`config.mk`:
```
export PLATFORM = sky130hd
export DESIGN_NAME = amb_angle_reduce
export DESIGN_NICKNAME = d
export VERILOG_FILES = /design/src/affine_matrix_builder_defines.svh /design/src/amb_pkg.sv /design/src/amb_angle_reduce.sv
export SDC_FILE = /design/constraint.sdc
export NUM_CORES = 1
export LEC_CHECK = 0
export BUFFER_PORTS_ARGS = -buffer_cell sky130_fd_sc_hd__buf_2
export CORE_MARGIN = 2
export CORE_UTILIZATION = 60
export DETAILED_ROUTE_END_ITERATION = 10
export HOLD_SLACK_MARGIN = 0.03
export PLACE_DENSITY = 0.91
export SLEW_MARGIN = 30
export SYNTH_ARGS = -nofsm -noshare
export SYNTH_HDL_FRONTEND = slang
export SYNTH_SLANG_ARGS = --single-unit
```
`constraint.sdc`:
```
create_clock -name clock -period 11.9 [get_ports clock]
set_input_delay 2.38 -clock clock [delete_from_list [all_inputs] [get_ports clock]]
set_output_delay 2.38 -clock clock [all_outputs]
set_load 0.05 [all_outputs]
```
`src/affine_matrix_builder_defines.svh`:
```
// Assertion macros used by the row serializer of the affine matrix builder.
`ifndef AFFINE_MATRIX_BUILDER_DEFINES_SVH
`define AFFINE_MATRIX_BUILDER_DEFINES_SVH

// Same-cycle implication, checked while out of reset.
`define AMB_ASSERT_IMP(name, clk, rst, ante, cons, msg) \
   name: assert property (@(posedge clk) disable iff (rst) (ante) |-> (cons)) else $error(msg);

// Next-cycle implication, checked while out of reset.
`define AMB_ASSERT_NXT(name, clk, rst, ante, cons, msg) \
   name: assert property (@(posedge clk) disable iff (rst) (ante) |=> (cons)) else $error(msg);

`endif

```
`src/amb_pkg.sv`:
```
// Shared types, constants and rounding helpers for the affine matrix builder.
package amb_pkg;

   localparam int FRAC_BITS_DEF = 16;
   localparam int CORDIC_ITERS  = 30;
   localparam int CW            = 33;

   typedef logic signed [CW-1:0] q30_type;
   typedef logic signed [31:0]   word_type;
   typedef logic [1:0]           row_type;

   localparam row_type ROW_FIRST = 2'd0;
   localparam row_type ROW_LAST  = 2'd3;

   typedef struct packed {
      q30_type c;
      q30_type s;
   } sincos_type;

   typedef struct packed {
      word_type x;
      word_type y;
      word_type z;
   } triple_type;

   typedef struct packed {
      triple_type r0;
      triple_type r1;
      triple_type r2;
      triple_type sh;
   } matrix_type;

   // Q60 sum back to Q30, half up.
   function automatic q30_type round_q30(input logic signed [67:0] v);
      logic signed [67:0] t;
      t = (v + 68'sd536870912) >>> 30;
      return t[CW-1:0];
   endfunction

   // Q30 * Qf product back to Qf, half up, clamped to 32 bits.
   function automatic word_type sat_round(input logic signed [67:0] v);
      logic signed [67:0] t;
      t = (v + 68'sd536870912) >>> 30;
      if (t > 68'sd2147483647) begin
         return 32'sh7fffffff;
      end else if (t < -68'sd2147483648) begin
         return 32'sh80000000;
      end else begin
         return t[31:0];
      end
   endfunction

endpackage

```
`src/amb_angle_reduce.sv`:
```
// Two-stage angle reduction into [-pi/2, pi/2] with a flip flag.
module amb_angle_reduce #(
   parameter int FRAC_BITS = amb_pkg::FRAC_BITS_DEF
) (
   input  logic                clock,
   input  logic                reset,
   input  logic                en,
   input  logic                in_valid,
   input  logic signed [18:0]  angle,
   output logic                out_valid,
   output amb_pkg::q30_type    out_z,
   output logic                out_flip
);
   import amb_pkg::*;

   localparam int AW   = 49 - FRAC_BITS;
   localparam int KMAX = (FRAC_BITS < 15) ? 15 - FRAC_BITS : 0;
   localparam int MW   = 34 + KMAX;
   localparam logic [MW-1:0]      TWO_PI_U  = MW'(64'd6746518852);
   localparam logic signed [34:0] PI_S      = 35'sd3373259426;
   localparam logic signed [34:0] HALF_PI_S = 35'sd1686629713;
   localparam logic signed [34:0] TWO_PI_S  = 35'sd6746518852;

   logic signed [AW-1:0] a_wide;
   logic                 neg;
   logic [AW-1:0]        mag;
   logic [MW-1:0]        rem;
   logic signed [33:0]   red_in, red_ff;
   logic                 v1_ff;
   logic signed [34:0]   b;
   logic                 flip_in;
   q30_type              z_ff;
   logic                 flip_ff, v2_ff;

   // Stage 1: truncating remainder by 2*pi, one conditional subtract per bit.
   always_comb begin
      a_wide = $signed({{(AW-19){angle[18]}}, angle}) <<< (30 - FRAC_BITS);
      neg    = a_wide[AW-1];
      mag    = neg ? AW'(-a_wide) : AW'(a_wide);
      rem    = MW'(mag);
      for (int k = KMAX; k >= 0; k--) begin
         if (rem >= (TWO_PI_U << k)) begin
            rem = rem - (TWO_PI_U << k);
         end
      end
      red_in = neg ? -$signed({1'b0, rem[32:0]}) : $signed({1'b0, rem[32:0]});
   end

   // Stage 2: wrap into [-pi, pi], then fold the outer quarters.
   always_comb begin
      b       = 35'(red_ff);
      flip_in = 1'b0;
      if (b > PI_S) begin
         b = b - TWO_PI_S;
      end
      if (b < -PI_S) begin
         b = b + TWO_PI_S;
      end
      if (b > HALF_PI_S) begin
         b       = b - PI_S;
         flip_in = 1'b1;
      end else if (b < -HALF_PI_S) begin
         b       = b + PI_S;
         flip_in = 1'b1;
      end
   end

   always_ff @(posedge clock) begin
      if (reset) begin
         v1_ff <= 1'b0;
         v2_ff <= 1'b0;
      end else if (en) begin
         v1_ff <= in_valid;
         v2_ff <= v1_ff;
      end
   end

   always_ff @(posedge clock) begin
      if (en) begin
         red_ff  <= red_in;
         z_ff    <= b[CW-1:0];
         flip_ff <= flip_in;
      end
   end

   assign out_valid = v2_ff;
   assign out_z     = z_ff;
   assign out_flip  = flip_ff;
endmodule

```
Word level (Yosys, flattened, before mapping) --
Cells that the tools add are included.
Word-level totals: flip-flop bits (word level) 70, latch bits 0, RAM bits 0, ROM bits 0, output and inout port bits 35, word-level logic and storage cells 26, memories kept 0
Operators by class: $add $sub $neg 7, multipliers 0, divide/modulo/power cells 0, order comparisons 5, equal/unequal tests 0, shifts and indexed selects 0, multiplexer cells 8, bitwise gates (word level) 0, reduce and logical (&&, ||, !) cells 0
Operators with widths (number):
- 2-to-1 mux 33 bit | 5
- 2-to-1 mux 35 bit | 2
- subtractor 33 bit (second input constant) | 2
- adder 35 x 34 -> 35 bit (second input constant) | 1
- greater-than comparator 35 x 32 -> 1 bit (second input constant) | 1
- less-than comparator 35 x 32 -> 1 bit (second input constant) | 1
- less-than comparator 35 x 33 -> 1 bit (second input constant) | 1
- subtractor 34 x 34 -> 35 bit (second input constant) | 1
- greater-than comparator 34 x 33 -> 1 bit (second input constant) | 1
- negation 33 -> 34 bit | 1
- adder 33 bit (second input constant) | 1
- >= comparator 33 bit (second input constant) | 1
- negation 33 bit | 1
- 2-to-1 mux 1 bit | 1

Longest topological paths before layout --
depth in word-level cells 7, depth in mapped cells 26, gate-level depth less buffers 21

Worst setup path after synthesis --
Ideal clock, no wire load.
path kind input-to-reg, from input port angle[8], to register red_ff[30], data pin, library setup time 0.258 ns, data arrival time 6.339 ns, required time 11.642 ns, path slack 5.303 ns, stages 17, path buffers 1, path through or3_1 -> or4_1 -> o31ai_1 -> and2_1 -> or3_1 -> clkbuf_1 -> inv_1 -> or3_1 -> nor2_1 -> nand3_1 -> nor2_1 -> nand4_1 -> a21oi_1 -> xor2_1 -> o31ai_1 -> nand2_1 -> xnor2_1
On the way: longest elaborated chain between the ends 6, elaborated cells between the ends (all ways) 7
Ends and longest elaborated chain:
- from (decl) | line amb_angle_reduce.sv:9 | input logic signed [18:0] angle,
- negation 33 bit | line amb_angle_reduce.sv:39 | mag = neg ? AW'(-a_wide) : AW'(a_wide);
- 2-to-1 mux 33 bit (*) | line amb_angle_reduce.sv:39
- subtractor 33 bit or >= comparator 33 bit (tied branches) | line amb_angle_reduce.sv:43, amb_angle_reduce.sv:42
- 2-to-1 mux 33 bit (*) | line amb_angle_reduce.sv:42 | if (rem >= (TWO_PI_U << k)) begin
- negation 33 -> 34 bit | line amb_angle_reduce.sv:46 | red_in = neg ? -$signed({1'b0, rem[32:0]}) : $signed({1'b0, rem[32:0]});
- 2-to-1 mux 33 bit (*) | line amb_angle_reduce.sv:46
- via red_in[30] | line amb_angle_reduce.sv:28 | logic signed [33:0] red_in, red_ff;
- to (signal assigned) | line amb_angle_reduce.sv:80 | red_ff <= red_in;
- to (decl) | line amb_angle_reduce.sv:28
The timed path passes the listed nets; every way through them passes the cells marked *. A chain may end at the register's enable or synchronous reset.

Final worst setup path --
Ends and elaborated chain as after synthesis.

==> metrics.yaml <==
final_layout:
  layout-drive-gt1-share_pct: 14.3
  final_cell_mix: "nand2_1, xnor2_1, nor2_1, buf_2, edfxtp_1"
  area_delta_synth_final_pct: 6.79
  fin_area_um2: 6910
  layout_commonest_cell: "nand2_1"
  antenna_cells: 0
  nNetsFinal: 858
  utilization_pct: 66.3
placement:
  placed_area_um2: 6740
  routabilityCongestion: 0.941
  place_hpwl_um: 11800
  dp_slack_ps: 4750
  io_buffers: 56
floorplanning:
  rows: 37
  start_util_pct: 62.1
  core_um2: 10400
  dieArea_um2: 11600
  die_x_um: 108
  io_pins: 58
  die_y_um: 108
clock_tree:
  cts.sinks: 57
  numCtsBuffers: 9
  post_cts_buffers: 0
  clk_latency_ps: 360
  cts_tree: "built"
  clk_path_buf_depth: 2
  cts_root_buf: "clkbuf_8"
  post_cts_resized: 0
  clk_pin_slew_ps: 60
  htreeDepth: 3
  postCtsHoldBufs: 0
yosys:
  synth_xor_area_share_pct: 12.7
  yosys_warnings: 0
  synth_compound_area_share_pct: 27.1
  ys_seq_area_share_pct: 26.2
  avgSynthCellArea_um2: 8.11
  synth_simple_gate_area_share_pct: 26.3
  yosys_most_used_dff: "edfxtp_1"
  postSynth.asyncResetShare_pct: 0
  synth_enable_flop_cells: 55
  synth_mux_area_share_pct: 1.74
  syn_area_um2: 6470
  ys_ff_latch: 57
  synth_top_family_by_area: "compound AO/OA/AOI/OAI gates"
  synth_fa_ha_area_share_pct: 1.35
  synth_cells: 797
  ys_types: 97
grt:
  grt_pass1_vias: 5725
  grt_usage_pct: 28.0
  grt_pass1_wl_um: 26400
  grt-ovfl-total: 0
  grt_start_max_net_pins: 58
  antenna_found_initial: 0
drt:
  wl_um: 15700
  wire_per_inst_um: 16.2
  via_count: 6372
  ant_nets: 0
  drcViolationCount: 0
  via_per_inst: 6.58
  drt_first_iter_violations: 643
  firstDrtPassIters: 7
sta:
  fin_crit_sh_pct: 57.5
  worst_pin_slew_ps: 894
  finalCriticalPeriod_ps: 6840
  hold_viol: 0
  tns_ps: 0
  slew_viol_final: 0
  rsz0062_at_grt: "no"
  finalSetupViolCount: 0
  max_freq_mhz: 146
  layout_setup_ws_ps: 5060
  clock_skew_ps: 12.1
  slew_headroom_pct: 39.8
setup_path:
  r2r_start: "red_ff[22]"
  cp-start-kind: "primary input"
  cp_common_cell: "or3_1"
  criticalPathCategory: "primary input to register"
  cp.required_ps: 12010
  path_buf_inv: 2
  r2r_end: "out_z[5]"
  ff2ff_setup_slack_ps: 5090
  cp_data_arrival_time_ps: 6950
  cp-end-kind: "register"
  worstRegToRegCells: 20
  crit_chain: "buf_2, or3_1, or4_1, o31ai_1, and2_1, or3_1, inv_1, or3_1, nor2_1, nand3_1, nor2_1, nand4_1, a21oi_1, xor2_1, o31ai_1, nand2_1, xnor2_1"
  max_stage_delay_ps: 530
  cp_slowest_cell: "o31ai_1"
  crit_family: "simple AND/OR/NAND/NOR gates"
  crit_fanout: 7
run:
  cap_violations: 0
hold_path:
  min_to: "v1_ff"
  hp-class: "register to register"
  hp-start: "v1_ff"
  min_path_cells: 2
power:
  p_seq_share_pct: 27.4
  combPwrFrac_pct: 59.2
  p_per_area_nw_per_um2: 173
  p_int_mw: 0.606
  switching_share_pct: 49.2
  power_mw: 1.19
  p_leak_nw: 2.49
  ir_drop_mv: 0.128
  switchingPower_mw: 0.586
  power_frac_clock_pct: 13.4
run_status:
  status: "finished clean"
routing by layer:
metal | track usage (%) | vias to the layer above | share of wire, %
met5 | 0 | - | 0
li1 | - | 3089 | -
met4 | 11.8 | 0 | 3.1
met1 | 35.5 | 2920 | 41
met2 | 46.7 | 320 | 48
met3 | 5.33 | 43 | 7.6
cells in the mapped netlist, drive strengths merged (18+ instances only):
cell	instances	area share, %
a21oi	37	3.0
a31oi	19	1.9
buf	27	2.4
edfxtp	55	26
inv	25	1.5
nand2	84	5.0
nand3	34	2.9
nand4	23	2.3
nor2	60	3.5
nor3	22	2.0
o21ai	59	4.6
o31ai	18	2.6
or3	20	1.9
xnor2	66	9.1
xor2	24	3.7
power by group through the flow:
stage	logic, mW	registers, mW	clock network (mW)
after floorplan	0.425	0.475	0
after global placement	0.679	0.327	0
after detailed placement	0.694	0.331	0
after CTS	0.696	0.327	0.161
after global routing	0.759	0.333	0.172
final	0.706	0.327	0.159
per-stage QoR:
step / instances / hold slack [ps]
after floorplan: 798 / 460
after global placement: 953 / 473
after detailed placement: 953 / 487
after CTS: 969 / 502
after global routing: 969 / 545
final: 969 / 492
layout make-up:
cell class	instances	area [um2]
multi-input cells	676	4490
clock buffers	15	156
well taps	136	170
fillers	906	3510
flip-flops and latches	57	1690
inverters	25	93.8
clock inverters	1	5.00
repair buffers	59	303
flip-flops by register name (all words and copies together), names as in the netlist:
register and flops:
v1_ff 1, red_ff 23, out_z 32, out_valid 1
how the worst max path moves through the flow:
stage,slack (ps),start,endpoint,depth (start not counted)
CTS,5130,angle[8],red_ff[30],17
detailed placement,4750,angle[8],red_ff[30],17
global placement,4930,angle[8],red_ff[30],17
finish,5060,angle[8],red_ff[30],17
floorplan,5300,angle[8],red_ff[30],17
global route,4410,angle[8],red_ff[30],17
cell families after synthesis:
group / after synthesis
muxes: 11
and+or+nand+nor: 321
DFF: 57
buffers and inverters: 65
adders and majority gates: 7
xor gates and xnor gates: 90
AOI/OAI and AO/OA: 245
other: 1
tightest hold or removal path, delay by kind of cell, from the launching register on:
kind          cells  cell delay, ps
flops             1             320
mux               1              70
simple gates      1              70
(Power assumes the default switching activity.)
