==> config.mk <==
export PLATFORM = sky130hd
export DESIGN_NAME = amb_delay_line
export DESIGN_NICKNAME = d
export VERILOG_FILES = /design/src/affine_matrix_builder_defines.svh /design/src/amb_delay_line.sv
export SDC_FILE = /design/constraint.sdc
export NUM_CORES = 1
export LEC_CHECK = 0
export ABC_CLOCK_PERIOD_IN_PS = 800
export BUFFER_PORTS_ARGS = -buffer_cell sky130_fd_sc_hd__buf_2
export CELL_PAD_IN_SITES_DETAIL_PLACEMENT = 0
export CELL_PAD_IN_SITES_GLOBAL_PLACEMENT = 2
export CORE_MARGIN = 3
export CORE_UTILIZATION = 29
export CTS_CLUSTER_DIAMETER = 30
export DETAILED_ROUTE_END_ITERATION = 10
export PLACE_DENSITY_LB_ADDON = 0.1
export SLEW_MARGIN = 20
export SYNTH_ARGS = -nofsm -noshare
export SYNTH_HDL_FRONTEND = slang
export SYNTH_SLANG_ARGS = --single-unit
==> constraint.sdc <==
create_clock -name clock -period 0.8 [get_ports clock]
set_input_delay 0.16 -clock clock [delete_from_list [all_inputs] [get_ports clock]]
set_output_delay 0.16 -clock clock [all_outputs]
set_load 0.05 [all_outputs]
==> src/affine_matrix_builder_defines.svh <==
// Assertion macros used by the row serializer of the affine matrix builder.
`ifndef AFFINE_MATRIX_BUILDER_DEFINES_SVH
`define AFFINE_MATRIX_BUILDER_DEFINES_SVH

// Same-cycle implication, checked while out of reset.
`define AMB_ASSERT_IMP(name, clk, rst, ante, cons, msg) \
   name: assert property (@(posedge clk) disable iff (rst) (ante) |-> (cons)) else $error(msg);

// Next-cycle implication, checked while out of reset.
`define AMB_ASSERT_NXT(name, clk, rst, ante, cons, msg) \
   name: assert property (@(posedge clk) disable iff (rst) (ante) |=> (cons)) else $error(msg);

`endif

==> src/amb_delay_line.sv <==
// Enabled shift register that keeps side data aligned with the pipeline.
module amb_delay_line #(
   parameter int WIDTH = 8,
   parameter int DEPTH = 2
) (
   input  logic             clock,
   input  logic             en,
   input  logic [WIDTH-1:0] din,
   output logic [WIDTH-1:0] dout
);
   logic [WIDTH-1:0] tap_ff [0:DEPTH-1];

   always_ff @(posedge clock) begin
      if (en) begin
         tap_ff[0] <= din;
         for (int i = 1; i < DEPTH; i++) begin
            tap_ff[i] <= tap_ff[i-1];
         end
      end
   end

   assign dout = tap_ff[DEPTH-1];
endmodule

* After elaboration in Yosys (flattened, before gate mapping) *
Memory sizes are Yosys's and may differ from the RTL's.
Index checks and enable logic that the tools add are counted.

cells by class
  mux-type cells = 2

operator list
  operator  number
  $mux 1    2

storage, ports and cells
  register bits after elaboration = 0
  bits in writable memories = 16
  input port bits = 10
  output and inout port bits = 8
  word-level logic and storage cells = 3
  memories = 1

memories
  memory  depth  width  rd ports  clocked after Yosys merged registers in  wr ports  RTL line              text
  tap_ff  2      8      2         0                                        2         amb_delay_line.sv:11  logic [WIDTH-1:0] tap_ff [0:DEPTH-1];

* Longest topological paths before layout *
Gate-level depths: netlist of run 1.

  depth in word-level cells = 2
  depth in mapped cells = 1
  mapped depth without buffers = 0

* Least setup slack after synthesis of run 1 *
No wires, ideal clock.

  kind = reg2out
  start = mem tap_ff[1][0], in the netlist tap_ff[0][8]
  end = out dout[0]
  data arrival time = 0.523 ns
  data required time = 0.640 ns
  slack = 0.117 ns
  stages on the path, launching flop included = 2
  buffers on the path = 1
  path through = edfxtp_1 buf_4

RTL lines
  what         RTL line              text
  from (decl)  amb_delay_line.sv:11
  to (decl)    amb_delay_line.sv:9   output logic [WIDTH-1:0] dout

==> results.ini, run 1 <==
[run_status]
status=complete, but fails checks
violations=negative setup slack

[critical_path]
startpoint_type=flop
cp_max_fo=1
critical_path_class=reg2out
critical_path_arrival_ns=0.84
critPathTopFamily=flip-flops
critPathMaxStageDelay_ns=0.40
slowest_stage=edfxtp_1
crit_path_end_kind=primary output
required_ns=0.64
path_cells=buf_6
critPathBufInv=1

[cts]
hold_buffers=0
clkTransAtPathRegs_ns=0.08
clock_sinks=16
root_buffer=clkbuf_4
cts_buffers=3
htreeDepth=1
cts_tree=yes
clk_path_buf_depth=2
clock_latency_ns=0.27

[timing]
fin_worst_skew_ns=0.000971
worst_pin_slew_ns=0.333
drv_slew=0
setup_ws_ns=-0.199
setup_viol=8
relSlewSlack=0.778
min_period_over_period=1.25
hold_violations=0
period_needed_ns=0.999
fin_setup_tns_ns=-1.50
rsz0062_at_grt=yes
max_freq_mhz=1000

[floorplanning]
start_util=0.332
num_rows=14
die-area_sq_um=2420
die_height_um=49.2
core_area_sq_um=1630
pin_count=18
die_x_um=49.2

[drt]
drc=0
drt-total-wl_um=603
via_per_inst=3.58
routedWlPerCell_um=10.1
drt_first_iter_violations=4
ant_nets=0
dr.pass1.iters=3
vias=215

[cells_and_area]
largest_reg_flops=16
antennaDiodeCount=0
multi_input_area_sq_um=0
nets=48
final_core_util=0.410
drive_gt1_frac=0.556
biggestRegsByFlops=tap_ff x16
largest-register=tap_ff
nFillCells=151
nMultiInputCombCells=0
area_growth_pct=23.6

[grt]
grt_pass1_vias=227
grt_busiest_layer=met4
track_usage=0.0604
antenna_found_initial=0
grt_first_pass_wirelength_um=993
grt_use_met2=0.0670
use_met1=0.0682
overflow=0
grt_max_degree=17
use_met3=0.0306

[yosys]
synthesis.area_sq_um=541
syn-num-nets=34
ys_warn_count=0
yosys_register_bits=16
syn_avg_cell_area_sq_um=22.5
ys_seq_area_frac=0.889
postSynthCellCount=24
synth_cell_types=2

[pwr]
p_leak_uw=0.000254
switching_power_uw=356
comb_power_share=0.117
irDropWorstVdd_v=0.00118
sw_frac_of_total=0.224
power.density_nw_per_um2=2380
seq_power_share=0.638
pwr-share-clk=0.245
p_int_uw=1230

[place]
numPortBuffers=17
gp_congestion=0.608

[worst_hold_path]
hp-class=in2reg

[flow_run]
drv_cap=0

==> layout by cell type (no fill, tap or decap) <==
cell type / Yosys / final
edfxtp_1: 16 / 16
buf_2: 0 / 9
buf_6: 0 / 8
clkbuf_4: 0 / 3
==> kinds of logic after synthesis <==
| family | share of synthesized area |
|---|---|
| flops | 0.889 |
| buf+inv | 0.111 |
==> metal layers <==
metal  vias to the layer above  routed length, um
met4                         0                 29
met1                        87                252
met3                         3                 91
li1                        105                  -
met2                        20                230
met5                         -                  0
==> power groups by stage <==
stage          registers (uW)  clock network [uW]  logic (uW)
3_5_place_dp             1030                   0         157
5_1_grt                  1020                 455         195
4_1_cts                  1020                 413         188
2_1_floorplan            1020                   0         134
6_report                 1010                 388         186
3_3_place_gp             1020                   0         155
==> Yosys cell counts (all sizes together) <==
cell type | number | area (sq um)
buf | 8 | 60.1
edfxtp | 16 | 480
==> cell type report <==
class / instances / area [sq um] / share of cell area
timing repair buffer: 17 / 135 / 0.202
clock buffer: 3 / 22.5 / 0.0337
sequential: 16 / 480 / 0.719
tap: 24 / 30.0 / 0.0449
==> what timing repair did <==
item / in CTS / in global routing
endpoints found under the setup margin: 8 / 8
buffers inserted: 0 / 0
hold endpoints to repair: 0 / 0
resized for setup: 16 / 0
cloned: 0 / 0
==> final timing paths <==
kind	startpoint	endpoint	slack, ns	cells past startpoint
worst max-delay path	tap_ff[0][14]	dout[6]	-0.20	1
worst min-delay path	din[4]	tap_ff[0][4]	0.05	1
worst max register to register	tap_ff[0][6]	tap_ff[0][14]	0.17	0
worst min register to register	tap_ff[0][7]	tap_ff[0][15]	0.42	0
==> stage by stage <==
step	instances	total power (uW)	instance area (sq um)	hold slack (ns)	setup slack, ns
detailed placement	57	1180	596	0.338	-0.0218
floorplan	24	1160	541	0.259	0.117
global placement	57	1180	596	0.337	0.0209
CTS	60	1620	668	0.0406	-0.229
global route	60	1670	668	0.0308	-0.263
finish	60	1590	668	0.0545	-0.199
(Power assumes the default switching activity.)
==> inputs of run 2 (changes only) <==
--- a/config.mk
+++ b/config.mk
@@ -14,6 +14,7 @@
 export CTS_CLUSTER_DIAMETER = 30
 export DETAILED_ROUTE_END_ITERATION = 10
 export PLACE_DENSITY_LB_ADDON = 0.1
+export RECOVER_POWER = 50
 export SLEW_MARGIN = 20
 export SYNTH_ARGS = -nofsm -noshare
 export SYNTH_HDL_FRONTEND = slang
==> run 2 against run 1 <==
Net effect: the flow still finishes with violations (negative setup slack); worst setup slack stayed put; worst hold slack hardly changed; via count stayed put; clock skew hardly changed; combinational power hardly changed; power hardly changed; register-to-register slack hardly changed; global-route usage stayed put; cell area stayed put; core utilization stayed put; clock power hardly changed; die area stayed put; largest cell class unchanged; highest routed layer unchanged.
==> results.ini, run 2 (synthesized netlist as in run 1, its figures left out) <==
[run_status]
status=complete, but fails checks
violations=negative setup slack

[timing]
min_period_over_period=1.25  ; unchanged
max_freq_mhz=1000  ; unchanged
hold_violations=0  ; unchanged
fin_worst_skew_ns=0.000971  ; +0.000000111 ns
worst_pin_slew_ns=0.372  ; +0.0396 ns
rsz0062_at_grt=yes
setup_viol=8  ; unchanged
period_needed_ns=0.999  ; unchanged
setup_ws_ns=-0.199  ; unchanged
drv_slew=0  ; unchanged
relSlewSlack=0.752  ; -0.0264

[cells_and_area]
area_growth_pct=23.6  ; unchanged
nets=48  ; unchanged
largest-register=tap_ff
biggestRegsByFlops=tap_ff x16
largest_reg_flops=16  ; unchanged
drive_gt1_frac=0.556  ; unchanged
antennaDiodeCount=0  ; unchanged
layout_common_cells=edfxtp_1, buf_2, buf_6, clkbuf_4, clkbuf_2
final_core_util=0.410  ; unchanged
layout_commonest_cell=edfxtp_1
multi_input_area_sq_um=0  ; unchanged
nMultiInputCombCells=0  ; unchanged

[floorplanning]
die_height_um=49.2  ; unchanged
pin_count=18  ; unchanged
die_x_um=49.2  ; unchanged
die-area_sq_um=2420  ; unchanged
num_rows=14  ; unchanged
start_util=0.332  ; unchanged
core_area_sq_um=1630  ; unchanged

[pwr]
irDropWorstVdd_v=0.00118  ; about the same
p_leak_uw=0.000254  ; about the same
p_total_uw=1590  ; about the same
power.density_nw_per_um2=2380  ; about the same

[critical_path]
critical_path_arrival_ns=0.84  ; about the same
r2r-start=tap_ff[0][6]
critPathBufInv=1  ; unchanged
r2r_cells=0  ; unchanged
required_ns=0.64  ; about the same
critPathTopFamily=flip-flops
rr_endpoint=tap_ff[0][14]
critical_path_class=reg2out
path_cells=buf_6
slowest_stage=edfxtp_1
startpoint_type=flop
crit_path_end_kind=primary output
r2r_slack_ns=0.17  ; about the same
cp_max_fo=1  ; unchanged
critPathMaxStageDelay_ns=0.40  ; about the same

[worst_hold_path]
whs_path_depth=1  ; unchanged
hold_start=din[4]
hp-class=in2reg
hold_end=tap_ff[0][4]

[place]
numPortBuffers=17  ; unchanged
gp_congestion=0.608  ; unchanged

[drt]
drt_first_iter_violations=4  ; unchanged
routedWlPerCell_um=10.1  ; unchanged
via_per_inst=3.58  ; unchanged
drt-total-wl_um=603  ; unchanged
ant_nets=0  ; unchanged
vias=215  ; unchanged
drc=0  ; unchanged
dr.pass1.iters=3  ; unchanged

[flow_run]
drv_cap=0  ; unchanged

[cts]
clk_path_buf_depth=2  ; unchanged
clock_sinks=16  ; unchanged
clock_latency_ns=0.27  ; about the same
htreeDepth=1  ; unchanged
cts_setup_buffers=0  ; unchanged
cts_buffers=3  ; unchanged
cts_tree=yes
root_buffer=clkbuf_4
clkTransAtPathRegs_ns=0.08  ; about the same

[grt]
grt_max_degree=17  ; unchanged
track_usage=0.0604  ; unchanged
grt_first_pass_wirelength_um=993  ; unchanged
antenna_found_initial=0  ; unchanged
grt_pass1_vias=227  ; unchanged
overflow=0  ; unchanged

run 2: cell count changes in the layout (fill, tap and decap cells not counted), sizes merged:
| cell | delta |
|---|---|
| buf | -1 |
| clkbuf | +1 |
run 2: repair_timing:
| action | CTS | global route |
|---|---|---|
| hold buffers | 0 | 0 |
| resized for setup | 16 | 0 |
| setup endpoints to repair | 8 | 8 |
run 2: layer usage:
layer | share of wire | GRT usage
met5 | 0 | 0
met2 | 0.38 | 0.0670
met1 | 0.42 | 0.0682
met3 | 0.15 | 0.0306
met4 | 0.048 | 0.0853
run 2: worst max path at each step:
stage / startpoint / end / slack, ns / depth (start not counted)
final: tap_ff[0][14] / dout[6] / -0.20 / 1
after global routing: tap_ff[0][15] / dout[7] / -0.26 / 1
after CTS: tap_ff[0][14] / dout[6] / -0.23 / 1
after floorplan: tap_ff[0][8] / dout[0] / 0.12 / 1
after global placement: en / tap_ff[0][11] / 0.02 / 1
after detailed placement: en / tap_ff[0][10] / -0.02 / 1
run 2: stage by stage:
| stage | cell area, sq um | cells | setup TNS [ns] | hold slack, ns | worst slack (ns) |
|---|---|---|---|---|---|
| global route | 668 | 60 | -1.89 | 0.0308 | -0.263 |
| finish | 668 | 60 | -1.50 | 0.0545 | -0.199 |
| floorplan | 541 | 24 | 0 | 0.259 | 0.117 |
| global placement | 596 | 57 | 0 | 0.337 | 0.0209 |
| detailed placement | 596 | 57 | -0.345 | 0.338 | -0.0218 |
| CTS | 668 | 60 | -1.66 | 0.0406 | -0.229 |
run 2: area by class of cell:
cell class | count | area, sq um
fill | 151 | 961
timing repair buffer | 17 | 135
tap | 24 | 30.0
sequential | 16 | 480
clock buffer | 3 | 22.5
run 2: report_power, final:
part / internal, uW / total [uW] / switching [uW]
sequential: 994 / 1010 / 20.1
clock: 174 / 388 / 214
combinational: 64.1 / 186 / 122
==> inputs of run 3 (changes only) <==
--- a/config.mk
+++ b/config.mk
@@ -15,6 +15,7 @@
 export DETAILED_ROUTE_END_ITERATION = 10
 export PLACE_DENSITY_LB_ADDON = 0.1
 export RECOVER_POWER = 50
+export REMOVE_ABC_BUFFERS = 1
 export SLEW_MARGIN = 20
 export SYNTH_ARGS = -nofsm -noshare
 export SYNTH_HDL_FRONTEND = slang
==> run 3 against run 2 <==
Net effect: the flow still finishes with violations (negative setup slack); via count grew 8.4%; die area is the same; core utilization is 1.6 points higher; worst setup slack lost 0.014 ns; routed wire length grew 15%; sequential share of layout area down 2.7 points; first-iteration DRC count down 50%; non-clock buffer count is 2 higher; worst hold slack lost 0.0016 ns; clock-buffer cell count did not move; global-route usage increased by 0.38 points; power increased by 2.6%; largest cell class unchanged; highest routed layer is now met3.
==> results.ini, run 3 (synthesized netlist as in run 1, its figures left out) <==
[run_status]
status=complete, but fails checks
violations=negative setup slack

[worst_hold_path]
hp-class=in2reg
whs_path_depth=1  ; unchanged

[critical_path]
critical_path_depth=1  ; unchanged
slowest_stage=edfxtp_1
critical_path_class=reg2out
critPathTopFamily=flip-flops
required_ns=0.64  ; about the same
startpoint_type=flop
critical_path_arrival_ns=0.85  ; about the same
critPathMaxStageDelay_ns=0.41  ; about the same
crit_path_end_kind=primary output
critPathBufInv=1  ; unchanged
cp_max_fo=1  ; unchanged
r2r_cells=0  ; unchanged
path_cells=buf_6

[cells_and_area]
nMultiInputCombCells=0  ; unchanged
largest_reg_flops=16  ; unchanged
multi_input_area_sq_um=0  ; unchanged
area_growth_pct=28.5
final_core_util=0.426  ; +0.0161
largest-register=tap_ff
nFillCells=159  ; +5.3%
antennaDiodeCount=0  ; unchanged
layout_commonest_cell=edfxtp_1
regArea_sq_um=480  ; unchanged
layout_common_cells=edfxtp_1, buf_2, buf_6, clkbuf_4, clkbuf_1
stdcell_area_sq_um=694  ; +3.9%
layoutNonFillerInstCount=63  ; +5.0%
drive_gt1_frac=0.513  ; -0.0427
nets=50  ; +4.2%
biggestRegsByFlops=tap_ff x16

[timing]
max_freq_mhz=987  ; -1.3%
setup_ws_ns=-0.213  ; -0.0136 ns
min_period_over_period=1.27  ; +0.0170
hold_violations=0  ; unchanged
relSlewSlack=0.710  ; -0.0421
fin_worst_skew_ns=0.00347  ; +0.00250 ns
setup_viol=8  ; unchanged
worst_pin_slew_ns=0.435  ; +0.0632 ns
rsz0062_at_grt=yes
drv_slew=0  ; unchanged
period_needed_ns=1.01  ; +0.0136 ns

[pwr]
comb_power_share=0.122  ; +0.005
switching_power_uw=381  ; +7.1%
seq_power_share=0.622  ; -0.016
pwr-share-clk=0.255  ; +0.010
sw_frac_of_total=0.234  ; +0.00990
p_leak_uw=0.000264  ; +3.6%
p_total_uw=1630  ; +2.6%
irDropWorstVdd_v=0.000997  ; -16%
power.density_nw_per_um2=2350  ; -1.3%
p_int_uw=1250  ; +1.3%

[cts]
clock_sinks=16  ; unchanged
clk_path_buf_depth=2  ; unchanged
cts_buffers=3  ; unchanged
clkTransAtPathRegs_ns=0.09  ; about the same
root_buffer=clkbuf_4
hold_buffers=0  ; unchanged
cts_tree=yes
htreeDepth=1  ; unchanged
cts_setup_buffers=0  ; unchanged
clock_latency_ns=0.27  ; about the same

[drt]
drt_first_iter_violations=2  ; -2
drc=0  ; unchanged
drt-total-wl_um=694  ; +15%
top_layer_used=met3
via_per_inst=3.70  ; +3.2%
m1WireLength_um=238  ; -5.6%
wl_met3_um=53  ; -42%
ant_nets=0  ; unchanged
routedWlPerCell_um=11.0  ; +9.6%
wl_met2_um=402  ; +75%
dr.pass1.iters=2  ; -1
vias=233  ; +8.4%

[floorplanning]
pin_count=18  ; unchanged
die-area_sq_um=2420  ; unchanged
core_area_sq_um=1630  ; unchanged
die_height_um=49.2  ; unchanged
num_rows=14  ; unchanged
die_x_um=49.2  ; unchanged
start_util=0.332  ; unchanged

[place]
gp_congestion=0.578  ; -5.0%
dp.cells=59  ; +3.5%
placed_area_sq_um=636  ; +6.7%
numPortBuffers=17  ; unchanged
pre_cts_ws_ns=0.0532  ; +0.0750 ns

[grt]
antenna_found_initial=0  ; unchanged
track_usage=0.0642  ; +0.00381
grt_max_degree=10  ; -7
grt_pass1_vias=236  ; +4.0%
overflow=0  ; unchanged
grt_first_pass_wirelength_um=1160  ; +17%

[flow_run]
drv_cap=0  ; unchanged

run 3: cell types whose count changed in the layout (fill, tap and decap cells not counted), sizes merged:
cell | before | now
buf | 16 | 17
clkbuf | 4 | 5
clkinv | 0 | 1
run 3: final timing paths:
check                startpoint  slack [ns]            end
hold / removal           din[7]        0.05   tap_ff[0][7]
hold reg to reg    tap_ff[0][7]        0.43  tap_ff[0][15]
setup / recovery  tap_ff[0][10]       -0.21        dout[2]
setup reg to reg   tap_ff[0][1]        0.16   tap_ff[0][9]
run 3: metrics by stage:
stage	TNS [ns]	hold slack, ns
finish	-1.52	0.0529
global route	-1.92	0.0234
CTS	-1.62	0.0463
detailed placement	0	0.339
global placement	0	0.337
floorplan	0	0.259
run 3: repair_timing:
item,CTS,global route
gates resized for setup,16,0
endpoints found under the hold margin,0,0
setup endpoints to repair,8,8
run 3: layer usage:
metal | up-vias | GRT usage
met2 | 10 | 0.114
met5 | - | 0
met1 | 113 | 0.0757
li1 | 110 | -
met3 | 0 | 0.0275
met4 | 0 | 0
run 3: area by class of cell:
| cell class | count | share of cell area |
|---|---|---|
| clock buffers | 3 | 0.0324 |
| clock inverters | 1 | 0.00541 |
| flip-flops and latches | 16 | 0.692 |
| well taps | 24 | 0.0432 |
| repair buffers | 19 | 0.227 |
run 3: power by group through the flow:
stage	registers [uW]	logic (uW)	clock network, uW
after floorplan	1120	0	0
after global placement	1020	179	0
after detailed placement	1030	181	0
after CTS	1020	212	429
after global routing	1020	207	487
final	1010	200	416
