--- src/affine_matrix_builder_defines.svh ---
// Assertion macros used by the row serializer of the affine matrix builder.
`ifndef AFFINE_MATRIX_BUILDER_DEFINES_SVH
`define AFFINE_MATRIX_BUILDER_DEFINES_SVH

// Same-cycle implication, checked while out of reset.
`define AMB_ASSERT_IMP(name, clk, rst, ante, cons, msg) \
   name: assert property (@(posedge clk) disable iff (rst) (ante) |-> (cons)) else $error(msg);

// Next-cycle implication, checked while out of reset.
`define AMB_ASSERT_NXT(name, clk, rst, ante, cons, msg) \
   name: assert property (@(posedge clk) disable iff (rst) (ante) |=> (cons)) else $error(msg);

`endif

--- src/amb_pkg.sv ---
// Shared types, constants and rounding helpers for the affine matrix builder.
package amb_pkg;

   localparam int FRAC_BITS_DEF = 16;
   localparam int CORDIC_ITERS  = 30;
   localparam int CW            = 33;

   typedef logic signed [CW-1:0] q30_type;
   typedef logic signed [31:0]   word_type;
   typedef logic [1:0]           row_type;

   localparam row_type ROW_FIRST = 2'd0;
   localparam row_type ROW_LAST  = 2'd3;

   typedef struct packed {
      q30_type c;
      q30_type s;
   } sincos_type;

   typedef struct packed {
      word_type x;
      word_type y;
      word_type z;
   } triple_type;

   typedef struct packed {
      triple_type r0;
      triple_type r1;
      triple_type r2;
      triple_type sh;
   } matrix_type;

   // Q60 sum back to Q30, half up.
   function automatic q30_type round_q30(input logic signed [67:0] v);
      logic signed [67:0] t;
      t = (v + 68'sd536870912) >>> 30;
      return t[CW-1:0];
   endfunction

   // Q30 * Qf product back to Qf, half up, clamped to 32 bits.
   function automatic word_type sat_round(input logic signed [67:0] v);
      logic signed [67:0] t;
      t = (v + 68'sd536870912) >>> 30;
      if (t > 68'sd2147483647) begin
         return 32'sh7fffffff;
      end else if (t < -68'sd2147483648) begin
         return 32'sh80000000;
      end else begin
         return t[31:0];
      end
   endfunction

endpackage

--- src/amb_rsp_if.sv ---
// Response channel: one matrix row per transfer.
interface amb_rsp_if;
   logic                valid;
   logic                ready;
   logic [1:0]          row_index;
   logic signed [31:0]  elem_c0;
   logic signed [31:0]  elem_c1;
   logic signed [31:0]  elem_c2;
   logic signed [31:0]  elem_c3;
   logic                last_row;

   modport source(output valid, row_index, elem_c0, elem_c1, elem_c2, elem_c3, last_row,
                  input ready);
   modport sink(input valid, row_index, elem_c0, elem_c1, elem_c2, elem_c3, last_row,
                output ready);
endinterface

--- src/amb_row_serializer.sv ---
// Holds one finished matrix and sends it out as four row responses.
`include "affine_matrix_builder_defines.svh"

module amb_row_serializer #(
   parameter int FRAC_BITS = amb_pkg::FRAC_BITS_DEF
) (
   input  logic                 clock,
   input  logic                 reset,
   input  logic                 in_valid,
   output logic                 in_ready,
   input  amb_pkg::matrix_type  in_mat,
   amb_rsp_if.source            rsp
);
   import amb_pkg::*;

   localparam word_type ONE_Q = word_type'(64'd1 << FRAC_BITS);

   matrix_type mat_ff;
   row_type    row_ff;
   logic       full_ff;
   triple_type cur;
   logic       take;

   // Take a new matrix when empty or while the last row leaves.
   assign in_ready = !full_ff || (rsp.ready && row_ff == ROW_LAST);
   assign take     = in_valid && in_ready;

   always_ff @(posedge clock) begin
      if (reset) begin
         full_ff <= 1'b0;
         row_ff  <= ROW_FIRST;
      end else if (take) begin
         full_ff <= 1'b1;
         row_ff  <= ROW_FIRST;
      end else if (full_ff && rsp.ready) begin
         if (row_ff == ROW_LAST) begin
            full_ff <= 1'b0;
         end else begin
            row_ff <= row_ff + 2'd1;
         end
      end
   end

   always_ff @(posedge clock) begin
      if (take) begin
         mat_ff <= in_mat;
      end
   end

   always_comb begin
      case (row_ff)
         2'd0:    cur = mat_ff.r0;
         2'd1:    cur = mat_ff.r1;
         2'd2:    cur = mat_ff.r2;
         default: cur = mat_ff.sh;
      endcase
   end

   assign rsp.valid     = full_ff;
   assign rsp.row_index = row_ff;
   assign rsp.elem_c0   = cur.x;
   assign rsp.elem_c1   = cur.y;
   assign rsp.elem_c2   = cur.z;
   assign rsp.elem_c3   = (row_ff == ROW_LAST) ? ONE_Q : '0;
   assign rsp.last_row  = (row_ff == ROW_LAST);

   `AMB_ASSERT_NXT(a_row_advance, clock, reset, full_ff && rsp.ready && row_ff != ROW_LAST, full_ff && row_ff == $past(row_ff) + 2'd1, "row did not advance")
   `AMB_ASSERT_NXT(a_drain, clock, reset, full_ff && rsp.ready && row_ff == ROW_LAST && !in_valid, !full_ff, "holder did not drain")
   `AMB_ASSERT_NXT(a_reload, clock, reset, take, full_ff && row_ff == ROW_FIRST, "new matrix not loaded at row zero")
   `AMB_ASSERT_IMP(a_hold_busy, clock, reset, full_ff && row_ff != ROW_LAST, !in_ready, "matrix overwritten mid-send")
endmodule

--- src/flat_wrapper.sv ---
// flat-port wrapper written by rule: the top's interface ports become plain ports
module amb_row_serializer_flat import amb_pkg::*;
#(
   parameter int FRAC_BITS = amb_pkg::FRAC_BITS_DEF
)
  (clock, reset, in_valid, in_ready, in_mat, rsp_valid, rsp_row_index, rsp_elem_c0, rsp_elem_c1, rsp_elem_c2, rsp_elem_c3, rsp_last_row, rsp_ready);
  amb_rsp_if rsp_i ();
  input  logic clock;
  input  logic reset;
  input  logic in_valid;
  output logic in_ready;
  input  amb_pkg::matrix_type in_mat;
  output wire logic [$bits(rsp_i.valid)-1:0] rsp_valid;
  output wire logic [$bits(rsp_i.row_index)-1:0] rsp_row_index;
  output wire logic [$bits(rsp_i.elem_c0)-1:0] rsp_elem_c0;
  output wire logic [$bits(rsp_i.elem_c1)-1:0] rsp_elem_c1;
  output wire logic [$bits(rsp_i.elem_c2)-1:0] rsp_elem_c2;
  output wire logic [$bits(rsp_i.elem_c3)-1:0] rsp_elem_c3;
  output wire logic [$bits(rsp_i.last_row)-1:0] rsp_last_row;
  input wire logic [$bits(rsp_i.ready)-1:0] rsp_ready;
  assign rsp_valid = rsp_i.valid;
  assign rsp_row_index = rsp_i.row_index;
  assign rsp_elem_c0 = rsp_i.elem_c0;
  assign rsp_elem_c1 = rsp_i.elem_c1;
  assign rsp_elem_c2 = rsp_i.elem_c2;
  assign rsp_elem_c3 = rsp_i.elem_c3;
  assign rsp_last_row = rsp_i.last_row;
  assign rsp_i.ready = rsp_ready;
  amb_row_serializer #(.FRAC_BITS(FRAC_BITS)) u_core (.clock(clock), .reset(reset), .in_valid(in_valid), .in_ready(in_ready), .in_mat(in_mat), .rsp(rsp_i));
endmodule
--- config.mk ---
export PLATFORM = sky130hd
export DESIGN_NAME = amb_row_serializer_flat
export DESIGN_NICKNAME = d
export VERILOG_FILES = /design/src/amb_pkg.sv /design/src/amb_rsp_if.sv /design/src/amb_row_serializer.sv /design/src/flat_wrapper.sv
export VERILOG_INCLUDE_DIRS = /design/src /design/src/src
export SDC_FILE = /design/constraint.sdc
export NUM_CORES = 1
export LEC_CHECK = 0
export ABC_AREA = 1
export BUFFER_PORTS_ARGS = -buffer_cell sky130_fd_sc_hd__buf_2
export CORE_AREA = 4 4 199 201
export CTS_BUF_LIST = sky130_fd_sc_hd__clkbuf_8
export DETAILED_ROUTE_END_ITERATION = 6
export DIE_AREA = 0 0 203 205
export HOLD_SLACK_MARGIN = 0.15
export MAX_ROUTING_LAYER = met4
export PLACE_DENSITY = 0.66
export SLEW_MARGIN = 15
export SYNTH_ARGS = -nofsm -noshare
export SYNTH_HDL_FRONTEND = slang
export SYNTH_SLANG_ARGS = --single-unit
--- constraint.sdc ---
create_clock -name clock -period 13.75 [get_ports clock]
set_clock_uncertainty 0.1 [all_clocks]
set_input_delay 2.75 -clock clock [delete_from_list [all_inputs] [get_ports clock]]
set_output_delay 2.75 -clock clock [all_outputs]
set_load 0.1 [all_outputs]
Word-level counts from Yosys, hierarchy flattened
Cells that the tools add are included.
{"block": "totals", "reg_bits": 387, "inputBits": 388, "out_inout_bits": 133, "word_cells": 35}
{"block": "classes", "addsub": 1, "eq_ne": 3, "muxes": 5, "n_bitwise": 1, "reduce_logical": 11}
{"cell": "96-bit one-hot mux with 3 select lines", "count": 1}
{"cell": "17-bit two-way mux", "count": 1}
{"cell": "2-bit == test, second input constant", "count": 2}
{"cell": "2-bit AND reduction", "count": 2}
{"cell": "2-bit nonzero test", "count": 2}
{"cell": "1-bit logical AND", "count": 3}
{"cell": "1-bit two-way mux", "count": 3}
{"cell": "2-bit by 1-bit adder with 2-bit output, second input constant", "count": 1}
{"cell": "2-bit by 1-bit == test with 1-bit output, second input constant", "count": 1}
{"cell": "2-bit zero test", "count": 1}
{"cell": "2-bit OR reduction", "count": 1}
{"cell": "1-bit zero test", "count": 1}
{"cell": "1-bit logical OR", "count": 1}
{"cell": "1-bit NOT", "count": 1}

Logic depth before layout (Yosys ltp)
Gate-level depths: netlist (run 1).
{"block": "logic_depth", "word_depth": 6, "ltp_mapped": 9, "mapped_depth_nobuf": 7}

Worst setup path after synthesis (run 1)
No wires, ideal clock.
{"block": "synth_timing", "path_kind": "input port to flip-flop", "from": "input rsp_ready", "to": "register u_core.mat_ff[0] in the netlist's numbering, enable pin", "setup_time_ns": 0.732, "t_arrival_ns": 11.140, "t_required_ns": 12.918, "path_slack_ns": 1.778, "cell_stages": 4, "n_path_buf": 0, "cell_sequence": "nand2_1 -> nand2_1 -> nand2_1 -> inv_1"}
{"block": "synth_between", "elab_chain_cells": 3}
{"element": "start: declaration", "line_no": "flat_wrapper.sv:20", "source": "input wire logic [$bits(rsp_i.ready)-1:0] rsp_ready;"}
{"element": "1-bit logical AND", "line_no": "amb_row_serializer.sv:25", "source": "assign in_ready = !full_ff || (rsp.ready && row_ff == ROW_LAST);"}
{"element": "1-bit logical OR", "line_no": "amb_row_serializer.sv:25"}
{"element": "net in_ready", "line_no": "flat_wrapper.sv:11", "source": "output logic in_ready;"}
{"element": "1-bit logical AND", "line_no": "amb_row_serializer.sv:26", "source": "assign take = in_valid && in_ready;"}
{"element": "net u_core.take", "line_no": "amb_row_serializer.sv:22", "source": "logic take;"}
{"element": "end signal: assignment", "line_no": "amb_row_serializer.sv:46", "source": "mat_ff <= in_mat;"}
{"element": "end: declaration", "line_no": "amb_row_serializer.sv:18", "source": "matrix_type mat_ff;"}
The timed path passes the listed nets, and every way through them passes these cells.
A chain may end at the register's enable or synchronous reset.

Final worst setup path (run 1)
{"block": "layout_timing", "from": "input rsp_ready", "to": "output in_ready"}
{"block": "layout_between", "elab_chain_cells": 2}
{"element": "1-bit logical AND", "line_no": "amb_row_serializer.sv:25"}
{"element": "1-bit logical OR", "line_no": "amb_row_serializer.sv:25"}
{"element": "end: declaration", "line_no": "flat_wrapper.sv:11"}
Every way passes these cells.

==> impl_metrics.toml, run 1 <==
[outcome]
outcome = "completed"

[clocking]
clk_path_buf_depth = 3
cts_resized = 0
cts_hold_buf = 0
worstSkewPairLatency_ns = 0.58
cts_tree = "yes"
root_buffer = "clkbuf_8"
htree_levels = 3
clkTransAtPathRegs_ns = 0.06
cts_setup_buffers = 0
cts-buffers-inserted = 66
clock-sinks = 387

[pwr]
power.leakage_nw = 8.16
irDropWorstVdd_uv = 91.7
p_per_area_mw_per_mm2 = 144

[worst_setup_path]
start_kind = "primary input"
endpoint_kind = "output pin"
cp_data_arrival_time_ns = 3.52
worstRegToRegCells = 7
max_stage_delay_ns = 0.45
cp_max_fo = 4
r2r_end = "u_core.mat_ff[260]"
crit_type = "in -> out"
path_cells = "buf_2 > nand2_1 > nand2_1 > buf_2"
rrSetupSlack_ns = 9.22
r2r-start = "u_core.rsp.row_index[0]"
slowest_stage = "buf_2"
worstPathRequired_ns = 10.90

[logic_synthesis]
synth_mux_area_frac = 0
synth_warnings = 0
synth_compound_area_frac = 0.000666
synthCells = 1173
ys_seq_area_frac = 0.771
synth-xor-area-share = 0
synthSimpleGateAreaFrac = 0.179
ys_types = 16
synthesis.area_sq_mm = 0.0150
synth_fa_ha_area_frac = 0.00416
synth_top_family_by_area = "simple AND/OR/NAND/NOR gates"
post_synth.cell_area_avg_sq_um = 12.8
yosys_register_bits = 387

[drt]
wl_microns = 41900
routedWlPerCell_microns = 18.6
first_pass_iters = 5
antenna_left = 0
drc = 0
drt_iter0_drc = 668
routed_via_density = 4.63
vias = 10443

[layout]
drive_gt1_frac = 0.337
fin_nets = 2075
fillers = 3415
syn_to_final_growth_pct = 25.8

[floorplan]
num_rows = 71
die_w_microns = 203
die-area_sq_mm = 0.0416
die_h_microns = 205
initial_core_util = 0.400
core_region_area_sq_mm = 0.0376
num_io_pins = 521

[timing]
timing.final.ws_setup_ns = 7.38
fmax_ghz = 0.157
period_needed_ns = 6.37
max_slew_margin = 0.290
finalSetupViolations = 0
slew_violations = 0
rsz0062_at_grt = "false"
tightestPinTransition_ns = 1.07
finalSetupTns_ns = 0
final.period_utilization = 0.463
hold_viol_final = 0

[global_route]
grt_pass1_vias = 10631
grt-ovfl-total = 0
antenna_found_initial = 18
grt_pass1_wl_microns = 60200
grt_max_degree = 147
grt_usage = 0.198

[worst_hold_path]
min_path_type = "reg -> reg"
min-delay-start = "u_core.rsp.valid"
whs_path_depth = 2
holdPathEnd = "u_core.rsp.valid"

[placed_design]
post-place-ws_ns = 7.33
io_buffers = 489
gp_congestion = 0.817
dp_hpwl_microns = 28900

[run]
max-cap-violations = 0
==> worst max-delay path, delay by kind of cell <==
family | cells | cell delay (ns)
and+or+nand+nor | 2 | 0.18
buffers and inverters | 2 | 0.58
==> flip-flops by register name (all words and copies together) (netlist names) <==
| signal | flops |
|---|---|
| u_core.rsp.row_index | 2 |
| u_core.mat_ff | 384 |
| u_core.rsp.valid | 1 |
==> power by group <==
part / internal, W / switching, W / total (W) / leakage, nW
registers: 0.00139 / 0.0000196 / 0.00141 / 3.70
clock network: 0.000472 / 0.000439 / 0.000911 / 0.689
logic: 0.0000788 / 0.000331 / 0.000409 / 3.77
==> stage by stage <==
stage                util  hold WS [ns]  cells  area (sq um)  total power (W)
CTS                 0.502         0.531   2237         18900          0.00277
global placement    0.471         0.521   2125         17700          0.00184
floorplan               -         0.910   1203         15100          0.00176
detailed placement  0.471         0.520   2125         17700          0.00184
finish              0.503         0.547   2256         18900          0.00273
global route        0.503         0.592   2253         18900          0.00284
==> cell type report <==
class | count | area (sq um) | share of cell area
repair buffers | 497 | 2510 | 0.133
diodes | 19 | 47.5 | 0.00251
clock buffers | 71 | 977 | 0.0517
multi-input cells | 723 | 2940 | 0.155
flip-flops and latches | 387 | 11600 | 0.613
inverters | 7 | 36.3 | 0.00192
well taps | 511 | 639 | 0.0338
clock inverters | 41 | 170 | 0.00900
==> cells in the mapped netlist <==
master | count | area share
buf_4 | 40 | 0.020
nand3_1 | 97 | 0.032
edfxtp_1 | 384 | 0.77
inv_4 | 1 | 0.00042
buf_2 | 24 | 0.0080
conb_1 | 1 | 0.00025
nand2_1 | 585 | 0.15
buf_6 | 15 | 0.011
ha_1 | 5 | 0.0042
buf_8 | 2 | 0.0020
clkbuf_1 | 5 | 0.0012
a21oi_1 | 2 | 0.00067
inv_1 | 6 | 0.0015
nand4_1 | 2 | 0.00083
dfxtp_1 | 3 | 0.0040
nor2_1 | 1 | 0.00025
==> cell families after synthesis <==
family | after synthesis
other | 1
buffers and inverters | 93
AOI/OAI and AO/OA | 2
and+or+nand+nor | 685
adders and majority gates | 5
DFF | 387
==> worst max path at each step <==
stage / depth (start not counted) / start / slack (ns) / end
floorplan: 4 / rsp_ready / 1.78 / u_core.mat_ff[0]
global placement: 4 / rsp_ready / 7.39 / in_ready
detailed placement: 7 / rsp_ready / 7.33 / u_core.mat_ff[67]
CTS: 8 / u_core.rsp.row_index[0] / 7.34 / rsp_elem_c2[7]
global route: 8 / u_core.rsp.row_index[0] / 7.21 / rsp_elem_c0[30]
finish: 4 / rsp_ready / 7.38 / in_ready
==> metal layers <==
| metal | vias up | share of wire | global-route usage |
|---|---|---|---|
| met5 | - | 0 | - |
| met4 | 0 | 0.018 | 0.0594 |
| met3 | 59 | 0.10 | 0.0735 |
| met2 | 495 | 0.50 | 0.333 |
| met1 | 4900 | 0.38 | 0.221 |
| li1 | 4989 | - | - |
==> layout by cell type (no fill, tap or decap), drive strengths merged <==
cell        n
buf       497
nand2     585
a21oi       2
nand4       2
clkinvlp    3
ha          5
edfxtp    384
conb       31
dfxtp       3
clkinv      9
diode      19
nand3      97
inv        36
nor2        1
clkbuf     71
Power figures use the tool's default switching activity.
==> run 2, diff against run 1 <==
--- a/config.mk
+++ b/config.mk
@@ -14,7 +14,7 @@
 export DIE_AREA = 0 0 203 205
 export HOLD_SLACK_MARGIN = 0.15
 export MAX_ROUTING_LAYER = met4
-export PLACE_DENSITY = 0.66
+export PLACE_DENSITY = 0.68
 export SLEW_MARGIN = 15
 export SYNTH_ARGS = -nofsm -noshare
 export SYNTH_HDL_FRONTEND = slang
==> constraint.sdc (replaced) <==
create_clock -name clock -period 5.1 [get_ports clock]
set_clock_uncertainty 0.1 [all_clocks]
set_input_delay 1.02 -clock clock [delete_from_list [all_inputs] [get_ports clock]]
set_output_delay 1.02 -clock clock [all_outputs]
set_load 0.1 [all_outputs]
==> impl_metrics.toml, run 2 (synthesis gave the netlist of run 1 again) <==
[outcome]
outcome = "completed"

[timing]
finalSetupViolations = 0
fmax_ghz = 0.243
period_needed_ns = 4.11
hold_viol_final = 0
tightestPinTransition_ns = 1.09
slew_violations = 0
final.period_utilization = 0.807
max_slew_margin = 0.276
finalSetupTns_ns = 0
fin_hold_ws_ns = 0.450
rsz0062_at_grt = "false"

[global_route]
grt-ovfl-total = 0
antenna_found_initial = 9
grt_pass1_vias = 10677
grt_usage = 0.196
grt_pass1_wl_microns = 60500
grt_max_degree = 163

[clocking]
htree_levels = 3
root_buffer = "clkbuf_8"
cts_hold_buf = 0
cts-buffers-inserted = 67
worstSkewPairLatency_ns = 0.57
clk_path_buf_depth = 3
clock-sinks = 387
cts_setup_buffers = 0
cts_resized = 0
clkTransAtPathRegs_ns = 0.06
cts_tree = "yes"

[floorplan]
num_rows = 71
num_io_pins = 521
die_h_microns = 205
core_region_area_sq_mm = 0.0376
die-area_sq_mm = 0.0416
initial_core_util = 0.400
die_w_microns = 203

[worst_setup_path]
worstRegToRegCells = 6
cp_data_arrival_time_ns = 2.99
crit_type = "reg -> out"
start_kind = "register"
cp_max_fo = 53
worstPathRequired_ns = 3.98
endpoint_kind = "output pin"

[drt]
vias = 10545
antenna_left = 0
routedWlPerCell_microns = 18.5
drc = 0
drt_iter0_drc = 744
wl_met3_microns = 4090
dr_wl_met2_microns = 20500
top_layer_used = "met4"
wl_microns = 41500
routed_via_density = 4.71
first_pass_iters = 7
wl_met1_microns = 15800

[placed_design]
io_buffers = 489
dp_hpwl_microns = 28700
gp_congestion = 0.824

[layout]
fillers = 3295
final_cell_mix = "nand2_1 (582), buf_2 (489), edfxtp_1 (384)"
largest_reg_flops = 384
multiInputGateArea_sq_mm = 0.00299
final_common_cell = "nand2_1"
largest-register = "u_core.mat_ff"
ff_latch_area_sq_mm = 0.0116
drive_gt1_frac = 0.341
fin_nets = 2079
syn_to_final_growth_pct = 26.2

[worst_hold_path]
min_path_type = "reg -> reg"
whs_path_depth = 2

[pwr]
p_per_area_mw_per_mm2 = 387
p_total_w = 0.00734
power.leakage_nw = 8.15
irDropWorstVdd_uv = 272

[run]
max-cap-violations = 0
[run 2: cell count changes in the layout (fill, tap and decap cells not counted), sizes merged]
cell	change
buf	+3
clkinv	+5
diode	-14
inv	-8
clkbuf	-2
clkinvlp	+1
[run 2: area by class of cell]
class / count / area share
Multi-Input combinational cell: 723 / 0.158
Clock inverter: 39 / 0.00877
Sequential cell: 387 / 0.611
Tap cell: 511 / 0.0337
Timing Repair Buffer: 500 / 0.137
Antenna cell: 5 / 0.000659
Inverter: 7 / 0.00171
Clock buffer: 69 / 0.0500
[run 2: path summary, 6_finish.rpt]
| check | from | to | slack, ns |
|---|---|---|---|
| setup / recovery | u_core.rsp.row_index[0] | rsp_elem_c2[26] | 0.99 |
| hold reg to reg | u_core.rsp.valid | u_core.rsp.valid | 0.45 |
| hold / removal | u_core.rsp.valid | u_core.rsp.valid | 0.45 |
| setup reg to reg | u_core.rsp.row_index[0] | u_core.mat_ff[263] | 2.74 |
[run 2: metrics by stage]
step	area [sq um]	setup slack [ns]	instances	util
final	19000	0.987	2241	0.505
after detailed placement	17800	1.54	2128	0.475
after global routing	19000	0.766	2241	0.505
after CTS	19000	0.813	2236	0.505
after floorplan	15200	-2.51	1203	-
after global placement	17800	1.55	2128	0.475
[run 2: where the power goes]
part | internal (W) | total [W] | switching (W)
logic | 0.000220 | 0.00112 | 0.000900
clock network | 0.00124 | 0.00242 | 0.00118
registers | 0.00374 | 0.00380 | 0.0000530
[run 2: layer usage]
layer	vias up	global-route usage
met5	-	-
met4	0	0.0703
met3	88	0.0579
met2	580	0.325
met1	4911	0.229
li1	4966	-
[run 2: critical path, stage by stage (launching register included)]
cell	delay, ns
dfxtp_2	0.38
ha_4	0.35
inv_4	0.55
buf_12	0.33
nand2_1	0.09
nand2_1	0.13
buf_2	0.45
